===== config.mk =====
export PLATFORM = sky130hd
export DESIGN_NAME = rounded_rect_fill_blend
export DESIGN_NICKNAME = d
export VERILOG_FILES = /design/src/rrfb_pkg.sv /design/src/rrfb_cover.sv /design/src/rrfb_blend.sv /design/src/rounded_rect_fill_blend.sv
export SDC_FILE = /design/constraint.sdc
export NUM_CORES = 2
export LEC_CHECK = 0
export ABC_AREA = 1
export ABC_CLOCK_PERIOD_IN_PS = 7200
export BUFFER_PORTS_ARGS = -buffer_cell sky130_fd_sc_hd__buf_2
export CAP_MARGIN = 10
export CORE_AREA = 2 2 270 272
export DETAILED_ROUTE_END_ITERATION = 10
export DIE_AREA = 0 0 272 274
export PLACE_DENSITY = 0.8
export SLEW_MARGIN = 0
export SYNTH_ARGS = -nofsm -noshare
export SYNTH_HDL_FRONTEND = slang
export SYNTH_HIERARCHICAL = 1
export SYNTH_SLANG_ARGS = --single-unit

===== constraint.sdc =====
create_clock -name clk_i -period 7.2 [get_ports clk_i]
set_input_delay 1.08 -clock clk_i [delete_from_list [all_inputs] [get_ports clk_i]]
set_output_delay 1.08 -clock clk_i [all_outputs]
set_load 0.005 [all_outputs]

===== src/rrfb_pkg.sv =====
package rrfb_pkg;

  localparam int ColW   = 12;
  localparam int RadW   = 11;
  localparam int CoordW = 16;
  localparam int PixW   = 32;
  localparam int ChanW  = 8;

  localparam logic [ChanW-1:0] AlphaOpaque = 8'hFF;
  localparam logic [ChanW-1:0] AlphaClear  = 8'h00;

  typedef enum logic [2:0] {
    REG_RECT_WIDTH    = 3'd0,
    REG_RECT_HEIGHT   = 3'd1,
    REG_CORNER_RADIUS = 3'd2,
    REG_FILL_COLOR    = 3'd3,
    REG_CLIP_X0       = 3'd4,
    REG_CLIP_Y0       = 3'd5,
    REG_CLIP_X1       = 3'd6,
    REG_CLIP_Y1       = 3'd7
  } cfg_reg_e;

  typedef struct packed {
    logic [ColW-1:0] width;
    logic [ColW-1:0] height;
    logic [RadW-1:0] radius;
  } rect_cfg_t;

endpackage


===== src/rrfb_cover.sv =====
module rrfb_cover import rrfb_pkg::*; (
  input  logic            clk_i,
  input  rect_cfg_t       cfg_i,
  input  logic [ColW-1:0] column_i,
  input  logic [ColW-1:0] row_i,
  output logic            covered_o
);

  localparam int SqW = 2 * RadW;

  logic [ColW:0]   two_r;
  logic            r_too_big;
  logic [RadW-1:0] r_eff;
  logic [ColW-1:0] r12;
  logic [ColW-1:0] w_less_r;
  logic [ColW-1:0] h_less_r;
  logic [ColW-1:0] dx12;
  logic [ColW-1:0] dy12;
  logic            in_rect_d;
  logic            pass_d;

  logic            in_rect_q;
  logic            pass_q;
  logic [RadW-1:0] dx_q;
  logic [RadW-1:0] dy_q;
  logic [RadW-1:0] r_q;

  logic            in_rect2_q;
  logic            pass2_q;
  logic [SqW-1:0]  dx2_q;
  logic [SqW-1:0]  dy2_q;
  logic [SqW-1:0]  r2_q;

  always_comb begin
    two_r     = {cfg_i.radius, 1'b0};
    r_too_big = ({1'b0, cfg_i.width} <= two_r) || ({1'b0, cfg_i.height} <= two_r);
    r_eff     = r_too_big ? '0 : cfg_i.radius;
    r12       = {1'b0, r_eff};
    w_less_r  = cfg_i.width - r12;
    h_less_r  = cfg_i.height - r12;
    in_rect_d = (column_i < cfg_i.width) && (row_i < cfg_i.height);
    pass_d    = (r_eff == '0) ||
                ((column_i >= r12) && (column_i < w_less_r)) ||
                ((row_i >= r12) && (row_i < h_less_r));
    dx12      = (column_i < r12) ? (r12 - 12'd1 - column_i) : (column_i - w_less_r);
    dy12      = (row_i < r12) ? (r12 - 12'd1 - row_i) : (row_i - h_less_r);
  end

  always_ff @(posedge clk_i) begin
    in_rect_q  <= in_rect_d;
    pass_q     <= pass_d;
    dx_q       <= dx12[RadW-1:0];
    dy_q       <= dy12[RadW-1:0];
    r_q        <= r_eff;
    in_rect2_q <= in_rect_q;
    pass2_q    <= pass_q;
    dx2_q      <= SqW'(dx_q) * SqW'(dx_q);
    dy2_q      <= SqW'(dy_q) * SqW'(dy_q);
    r2_q       <= SqW'(r_q) * SqW'(r_q);
  end

  assign covered_o = in_rect2_q &&
                     (pass2_q || (({1'b0, dx2_q} + {1'b0, dy2_q}) < {1'b0, r2_q}));

endmodule


===== src/rrfb_blend.sv =====
module rrfb_blend import rrfb_pkg::*; (
  input  logic            clk_i,
  input  logic [PixW-1:0] fill_i,
  input  logic [PixW-1:0] dest_i,
  output logic [PixW-1:0] pixel_o
);

  localparam int ProdW = 2 * ChanW;
  localparam int NChan = 3;

  logic [ChanW-1:0]            alpha;
  logic [ChanW-1:0]            inv_alpha;
  logic [NChan-1:0][ProdW-1:0] prod_d;
  logic [NChan-1:0][ProdW-1:0] prod_q;
  logic                        opaque_q;
  logic                        clear_q;
  logic [PixW-1:0]             fill_q;
  logic [PixW-1:0]             dest_q;
  logic [NChan-1:0][ChanW-1:0] quot;
  logic [PixW-1:0]             pixel_d;
  logic [PixW-1:0]             pixel_q;

  assign alpha     = fill_i[PixW-1 -: ChanW];
  assign inv_alpha = AlphaOpaque - alpha;

  always_comb begin
    for (int c = 0; c < NChan; c++) begin
      prod_d[c] = ProdW'(fill_i[c*ChanW +: ChanW]) * ProdW'(alpha) +
                  ProdW'(dest_i[c*ChanW +: ChanW]) * ProdW'(inv_alpha);
    end
  end

  always_comb begin
    logic [ProdW:0] t;
    logic [ProdW:0] u;
    for (int c = 0; c < NChan; c++) begin
      t       = {1'b0, prod_q[c]} + 17'd1;
      u       = t + (t >> ChanW);
      quot[c] = u[ProdW-1:ChanW];
    end
    if (opaque_q) begin
      pixel_d = fill_q;
    end else if (clear_q) begin
      pixel_d = dest_q;
    end else begin
      pixel_d = {AlphaOpaque, quot[2], quot[1], quot[0]};
    end
  end

  always_ff @(posedge clk_i) begin
    prod_q   <= prod_d;
    opaque_q <= (alpha == AlphaOpaque);
    clear_q  <= (alpha == AlphaClear);
    fill_q   <= fill_i;
    dest_q   <= dest_i;
    pixel_q  <= pixel_d;
  end

  assign pixel_o = pixel_q;

endmodule


===== src/rounded_rect_fill_blend.sv =====
// done_o is registered through valid1_q, valid2_q and done_q after the edge that takes a
// request. Throughput: one pixel per clock; busy_o stays low, so a request may come every
// cycle.
// The pipeline has three register stages: the corner offsets, their squares and the output.
// The receiver cannot stall; results are shown for one cycle only.
// Reset clears the valid bits and loads the register reset values; payload is not reset.
module rounded_rect_fill_blend import rrfb_pkg::*; #(
  parameter int CANVAS_COLS = 800,
  parameter int CANVAS_ROWS = 600
) (
  input  logic                     clk_i,
  input  logic                     rst_ni,
  input  logic                     start_i,
  output logic                     busy_o,
  output logic                     done_o,
  input  logic                     cfg_we_i,
  input  logic [2:0]               cfg_index_i,
  input  logic [PixW-1:0]          cfg_wdata_i,
  input  logic [ColW-1:0]          column_i,
  input  logic [ColW-1:0]          row_i,
  input  logic signed [CoordW-1:0] canvas_x_i,
  input  logic signed [CoordW-1:0] canvas_y_i,
  input  logic [PixW-1:0]          dest_pixel_i,
  output logic                     write_enable_o,
  output logic [PixW-1:0]          new_pixel_o
);

  localparam logic signed [CoordW:0] CanvasW = (CoordW+1)'(CANVAS_COLS);
  localparam logic signed [CoordW:0] CanvasH = (CoordW+1)'(CANVAS_ROWS);

  logic [ColW-1:0]          rect_width_q;
  logic [ColW-1:0]          rect_height_q;
  logic [RadW-1:0]          corner_radius_q;
  logic [PixW-1:0]          fill_color_q;
  logic signed [CoordW-1:0] clip_x0_q;
  logic signed [CoordW-1:0] clip_y0_q;
  logic signed [CoordW-1:0] clip_x1_q;
  logic signed [CoordW-1:0] clip_y1_q;

  rect_cfg_t                rect_cfg;
  logic signed [CoordW:0]   x_ext;
  logic signed [CoordW:0]   y_ext;
  logic                     pos_ok;
  logic                     covered;
  logic [PixW-1:0]          blended;

  logic                     valid1_q;
  logic                     valid2_q;
  logic                     pos_ok1_q;
  logic                     pos_ok2_q;
  logic [PixW-1:0]          dest1_q;
  logic [PixW-1:0]          dest2_q;
  logic                     done_q;
  logic                     we_q;
  logic [PixW-1:0]          pixel_q;
  logic                     we_d;

  always_ff @(posedge clk_i or negedge rst_ni) begin
    if (!rst_ni) begin
      rect_width_q    <= '0;
      rect_height_q   <= '0;
      corner_radius_q <= '0;
      fill_color_q    <= '0;
      clip_x0_q       <= '0;
      clip_y0_q       <= '0;
      clip_x1_q       <= 16'sd800;
      clip_y1_q       <= 16'sd600;
    end else if (cfg_we_i) begin
      unique case (cfg_reg_e'(cfg_index_i))
        REG_RECT_WIDTH:    rect_width_q    <= cfg_wdata_i[ColW-1:0];
        REG_RECT_HEIGHT:   rect_height_q   <= cfg_wdata_i[ColW-1:0];
        REG_CORNER_RADIUS: corner_radius_q <= cfg_wdata_i[RadW-1:0];
        REG_FILL_COLOR:    fill_color_q    <= cfg_wdata_i;
        REG_CLIP_X0:       clip_x0_q       <= cfg_wdata_i[CoordW-1:0];
        REG_CLIP_Y0:       clip_y0_q       <= cfg_wdata_i[CoordW-1:0];
        REG_CLIP_X1:       clip_x1_q       <= cfg_wdata_i[CoordW-1:0];
        REG_CLIP_Y1:       clip_y1_q       <= cfg_wdata_i[CoordW-1:0];
        default:           ;
      endcase
    end
  end

  assign rect_cfg.width  = rect_width_q;
  assign rect_cfg.height = rect_height_q;
  assign rect_cfg.radius = corner_radius_q;

  assign x_ext  = {canvas_x_i[CoordW-1], canvas_x_i};
  assign y_ext  = {canvas_y_i[CoordW-1], canvas_y_i};
  assign pos_ok = !canvas_x_i[CoordW-1] && !canvas_y_i[CoordW-1] &&
                  (x_ext < CanvasW) && (y_ext < CanvasH) &&
                  (canvas_x_i >= clip_x0_q) && (canvas_y_i >= clip_y0_q) &&
                  (canvas_x_i < clip_x1_q) && (canvas_y_i < clip_y1_q);

  rrfb_cover u_cover (
    .clk_i     (clk_i),
    .cfg_i     (rect_cfg),
    .column_i  (column_i),
    .row_i     (row_i),
    .covered_o (covered)
  );

  rrfb_blend u_blend (
    .clk_i   (clk_i),
    .fill_i  (fill_color_q),
    .dest_i  (dest_pixel_i),
    .pixel_o (blended)
  );

  always_ff @(posedge clk_i or negedge rst_ni) begin
    if (!rst_ni) begin
      valid1_q <= 1'b0;
      valid2_q <= 1'b0;
      done_q   <= 1'b0;
    end else begin
      valid1_q <= start_i && !busy_o;
      valid2_q <= valid1_q;
      done_q   <= valid2_q;
    end
  end

  assign we_d = covered && pos_ok2_q;

  always_ff @(posedge clk_i) begin
    pos_ok1_q <= pos_ok;
    pos_ok2_q <= pos_ok1_q;
    dest1_q   <= dest_pixel_i;
    dest2_q   <= dest1_q;
    we_q      <= we_d;
    pixel_q   <= we_d ? blended : dest2_q;
  end

  assign busy_o         = 1'b0;
  assign done_o         = done_q;
  assign write_enable_o = we_q;
  assign new_pixel_o    = pixel_q;

endmodule

# == Yosys cells after proc, flatten, opt, wreduce, memory -nomap -nowiden ==
# Cells that the tools add are included.
# classes
reduce_logical,29
n_eq_ne,8
n_lt_le_gt_ge,17
addsub,18
n_mux,6
multipliers,9
# ops
op,count
$mul A8 B8 Y16,6
$mux W32,3
$mul A11 B11 Y22,3
$add A16 B1 Y17 const B,3
$add A16 B16 Y16,3
$add A16 B9 Y16,3
$lt A12 B12 Y1,4
$sub A11 B11 Y11,4
$mux W11,3
$ge A16 B16 Y1,2
$lt A16 B11 Y1 const B,2
$lt A16 B16 Y1,2
$ge A12 B11 Y1,2
$le A12 B12 Y1,2
$lt A12 B11 Y1,2
$sub A12 B11 Y12,2
$add A22 B22 Y23,1
$lt A23 B22 Y1,1
$reduce_and A2 Y1,8
$eq A3 B3 Y1 const B,4
$logic_and A1 B1 Y1,12
$logic_not A11 Y1,1
$sub A11 B1 Y11 const B,1
$eq A8 B8 Y1 const B,1
other kinds (7),12
# word_totals
inputBits,127
ff_bits,450
output_inout_bits,35
elab_cells,121

# == Depth between registers and ports, before layout ==
# depth
depth_word,8
ltp_mapped,33
mapped_depth_nobuf,32

# == Modules after synthesis ==
# The synthesis kept the hierarchy.
# by_module_without_submodules
mod,instances,cells_each,area_each_um2,seq_area_each_um2
rrfb_blend,1,2413,18944.4,2922.8
rrfb_cover,1,2360,18183.7,2001.9
rounded_rect_fill_blend,1,949,9028.7,5343.9

# == Worst setup path before layout ==
# OpenSTA, ideal clock, no wires.
# synth_timing
path_kind,input -> register
start,input dest_pixel_i[19]
end,register u_blend/prod_q[45] (netlist bit)
setup_ns,0.127
t_arrival_ns,5.595
t_required_ns,7.073
setup_slack_ns,1.478
cell_stages,17
path_buffers,0
path_cell_list,inv_1 -> nor2_1 -> fa_1 -> inv_1 -> fa_1 -> inv_1 -> fa_1 -> fa_1 -> fa_1 -> inv_1 -> fa_1 -> inv_1 -> ha_1 -> a21oi_1 -> a21boi_0 -> o21ai_0 -> xor2_1
# synth_rtl
item,line_no,source
start: declaration,rounded_rect_fill_blend.sv:23,"input logic [PixW-1:0] dest_pixel_i,"
end signal: assignment,rrfb_blend.sv:51,prod_q <= prod_d;
end: declaration,rrfb_blend.sv:14,logic [NChan-1:0][ProdW-1:0] prod_q;

==> summary.txt <==
Run status
  • Status: finished, final reports clean

Global routing
  • Initial antenna violation count: 10
  • Global-route met2 utilization: 52.3%
  • Busiest layer in global routing: met2
  • Tot GR Track Use: 31.1%
  • Wire length of the first global-routing pass: 186 mm
  • Met1 Usage GRT: 39.7%
  • Leftover overflow at the end of global routing: 0
  • Pin count of the biggest net entering global routing: 83
  • Vias in the first global route: 37.4k
  • Met3 layer usage reported by global route: 5.89%

Final layout
  • Share of final-layout standard cells stronger than drive strength 1: 6.59%
  • Synth-to-Final Area Change: 7.44%
  • # nets final: 7,037

Logic synthesis
  • Count of mapped cells out of synthesis: 5,722
  • Number of warning messages in the yosys log: 6
  • Yosys reg bits: 479
  • Commonest cells in the netlist: sky130_fd_sc_hd__inv_1 (1,278), sky130_fd_sc_hd__nand2_1 (1,259), sky130_fd_sc_hd__ha_1 (609)
  • Main area contributors after synthesis: sky130_fd_sc_hd__fa_1 (21%), sky130_fd_sc_hd__ha_1 (17%), sky130_fd_sc_hd__dfxtp_1 (15%)
  • Sequential fraction of the synthesis area: 22.2%
  • Post-synthesis async set-or-reset flop share: 28.0%
  • Portion of synthesized cell area occupied by the leading cell type: 20.9%
  • Post-synthesis cell type count: 66
  • Top-count cell post-synth: sky130_fd_sc_hd__inv_1
  • Predominant post-synthesis flop cell: sky130_fd_sc_hd__dfxtp_1
  • Cell type with the largest total area after synthesis: sky130_fd_sc_hd__fa_1
  • Count of flip-flops with a built-in enable after synthesis: 0
  • Synthesized area: 0.0462 mm²
  • Mean post-synth cell area: 8.07 µm²

Drt
  • Mean number of vias per cell: 5.32
  • TritonRoute pass-1 iters: 6
  • Wire length per cell after detailed routing: 16.5 µm
  • Via count: 36.3k
  • Drt drc: 0
  • Number of design-rule violations left by the first detailed-router iteration: 2,414
  • Number of antenna-violating nets in the routed design: 0
  • Overall routed net length: 112 mm

Clock network
  • H-tree levels: 2
  • Buffer type at the clock tree root: sky130_fd_sc_hd__clkbuf_16
  • Number of hold-repair buffers added at the cts stage: 0
  • CTS sink count: 479
  • Clock-pin slew of the registers on the worst-case setup and hold paths: 70 ps
  • Number of clock buffers inserted by TritonCTS: 49
  • Post-CTS resize count: 0
  • Number of buffers on the longest clock path: 3
  • Skew-Pair Late Insertion Delay: 620 ps
  • TritonCTS clock tree: done
  • Number of buffers added for setup after CTS: 0

Worst setup path
  • Series of cell instances along the critical path: clkinv_1 > nand2_1 > fa_1 > fa_1 > inv_1 > fa_1 > fa_1 > fa_1 > inv_1 > fa_1 > inv_1 > ha_1 > a21oi_1 > o211ai_1 > nand2_1 > o21ai_0 > xor2_1
  • Largest delay contributor family on the critical path: adder cells
  • Setup crit start kind: flip-flop
  • Worst Setup End Kind: flip-flop
  • Largest driver fanout on the critical path: 15
  • Arrival time at the worst endpoint: 6630 ps
  • WP data required: 7740 ps
  • Worst Path Buf+Inv: 4
  • Master of the slowest instance on the critical path: sky130_fd_sc_hd__dfrtp_1
  • Startpoint-to-endpoint class of the critical path: reg2reg
  • Delay contributed by the slowest stage of the critical path: 670 ps
  • Most Frequent Cell on Critical Path: sky130_fd_sc_hd__fa_1
  • Worst-case register-to-register setup slack: 1110 ps

Floorplan
  • Height of the die: 274 µm
  • Die area: 0.0745 mm²
  • Die Width: 272 µm
  • Standard-cell row count: 99
  • Number of top-level design ports: 162
  • Area of the core: 0.0720 mm²
  • Starting density of the core: 64.1%

Timing
  • Share of the clock period used by the worst path after layout: 84.6%
  • Relative slew slack: 27.4%
  • Skew final: 28.8 ps
  • Final setup vio count: 0
  • Sum Neg Setup Slack: 0 ps
  • Final hold vios: 0
  • Total count of max-transition violations in the final report: 0
  • Highest Clock Rate: 164 MHz
  • Measured slew at the worst slew-check pin: 1090 ps
  • Post-layout minimum cycle time: 6090 ps
  • Setup repair after global routing missed its margin: false

Min path
  • Type of the tightest min-delay check: reg2reg

Placed design
  • HPWL reported at the end of detailed placement: 88.6 mm
  • Number of I/O port buffers: 160
  • Final Wtd Congestion: 0.943

Flow run
  • Max-cap check violation count: 0
[sequential cells by signal (all words and copies together) (netlist names), 21 cells and up]
register	flops
u_blend/fill_q	32
u_blend/prod_q	48
u_blend/dest_q	32
u_cover/dx2_q	21
u_cover/r2_q	21
new_pixel_o	32
fill_color_q	32
u_cover/dy2_q	21
dest2_q	32
dest1_q	32
u_blend/pixel_o	32
[logic make-up after synthesis]
kind of cell	Yosys count	synth area share (%)
and+or+nand+nor	1871	16.8
buffers and inverters	1441	11.9
adders and majority gates	1092	37.5
AOI/OAI and AO/OA	618	7.41
DFF	479	22.2
xor gates and xnor gates	200	3.80
muxes	18	0.434
other	3	0.0244
[metal layers]
metal,vias up,wire [µm]
met4,4,4600
met2,1155,52800
li1,17680,-
met1,17195,46500
met3,278,8390
met5,-,24
[cell usage in the layout (no fill, tap or decap), drive strengths merged, types with 62 or more instances in the layout]
master,count
inv,1303
nand2,1279
ha,609
fa,483
nor2,354
dfxtp,345
a21oi,266
o21ai,245
buf,179
nand3,148
xor2,138
dfrtp,127
clkbuf,63
xnor2,62
[worst reg2reg max path, delay by kind of cell, from the launching register on]
family	cells	cell delay, ps
AOI/OAI and AO/OA	3	570
xor gates and xnor gates	1	170
DFF	1	670
and+or+nand+nor	2	360
buffers and inverters	4	730
adders and majority gates	7	3510
[area by class of cell]
type                    count  area (µm²)
multi-input cells        3805       30400
fillers                  5816       22400
flip-flops and latches    479       10300
inverters                1304        4900
clock buffers              63        1390
well taps                 959        1200
repair buffers            179         975
clock inverters            28         417
diodes                      4        10.0
[worst paths after layout]
path,endpoint,from,cells past startpoint
max in group asynchronous,fill_color_q[1],rst_ni,2
setup reg to reg,u_blend/prod_q[30],fill_color_q[31],17
min in group asynchronous,clip_y1_q[11],rst_ni,1
setup / recovery,u_blend/prod_q[30],fill_color_q[31],17
hold reg to reg,dest2_q[2],dest1_q[2],0
hold / removal,dest2_q[2],dest1_q[2],0
[stage by stage]
stage / setup WS (ps) / utilization [%] / std cells / instance area, µm² / hold WS, ps
final: 1110 / 68.9 / 6821 / 49600 / 313
after global routing: 779 / 68.9 / 6820 / 49600 / 322
after CTS: 1150 / 68.9 / 6817 / 49600 / 316
after detailed placement: 1040 / 66.4 / 6726 / 47800 / 312
after global placement: 1100 / 66.4 / 6726 / 47800 / 310
after floorplan: 1480 / - / 5725 / 46200 / 310
Power is left out: the tool's default activity adds up to more than one toggle a clock period on the data nets, which glitch-free logic cannot reach.
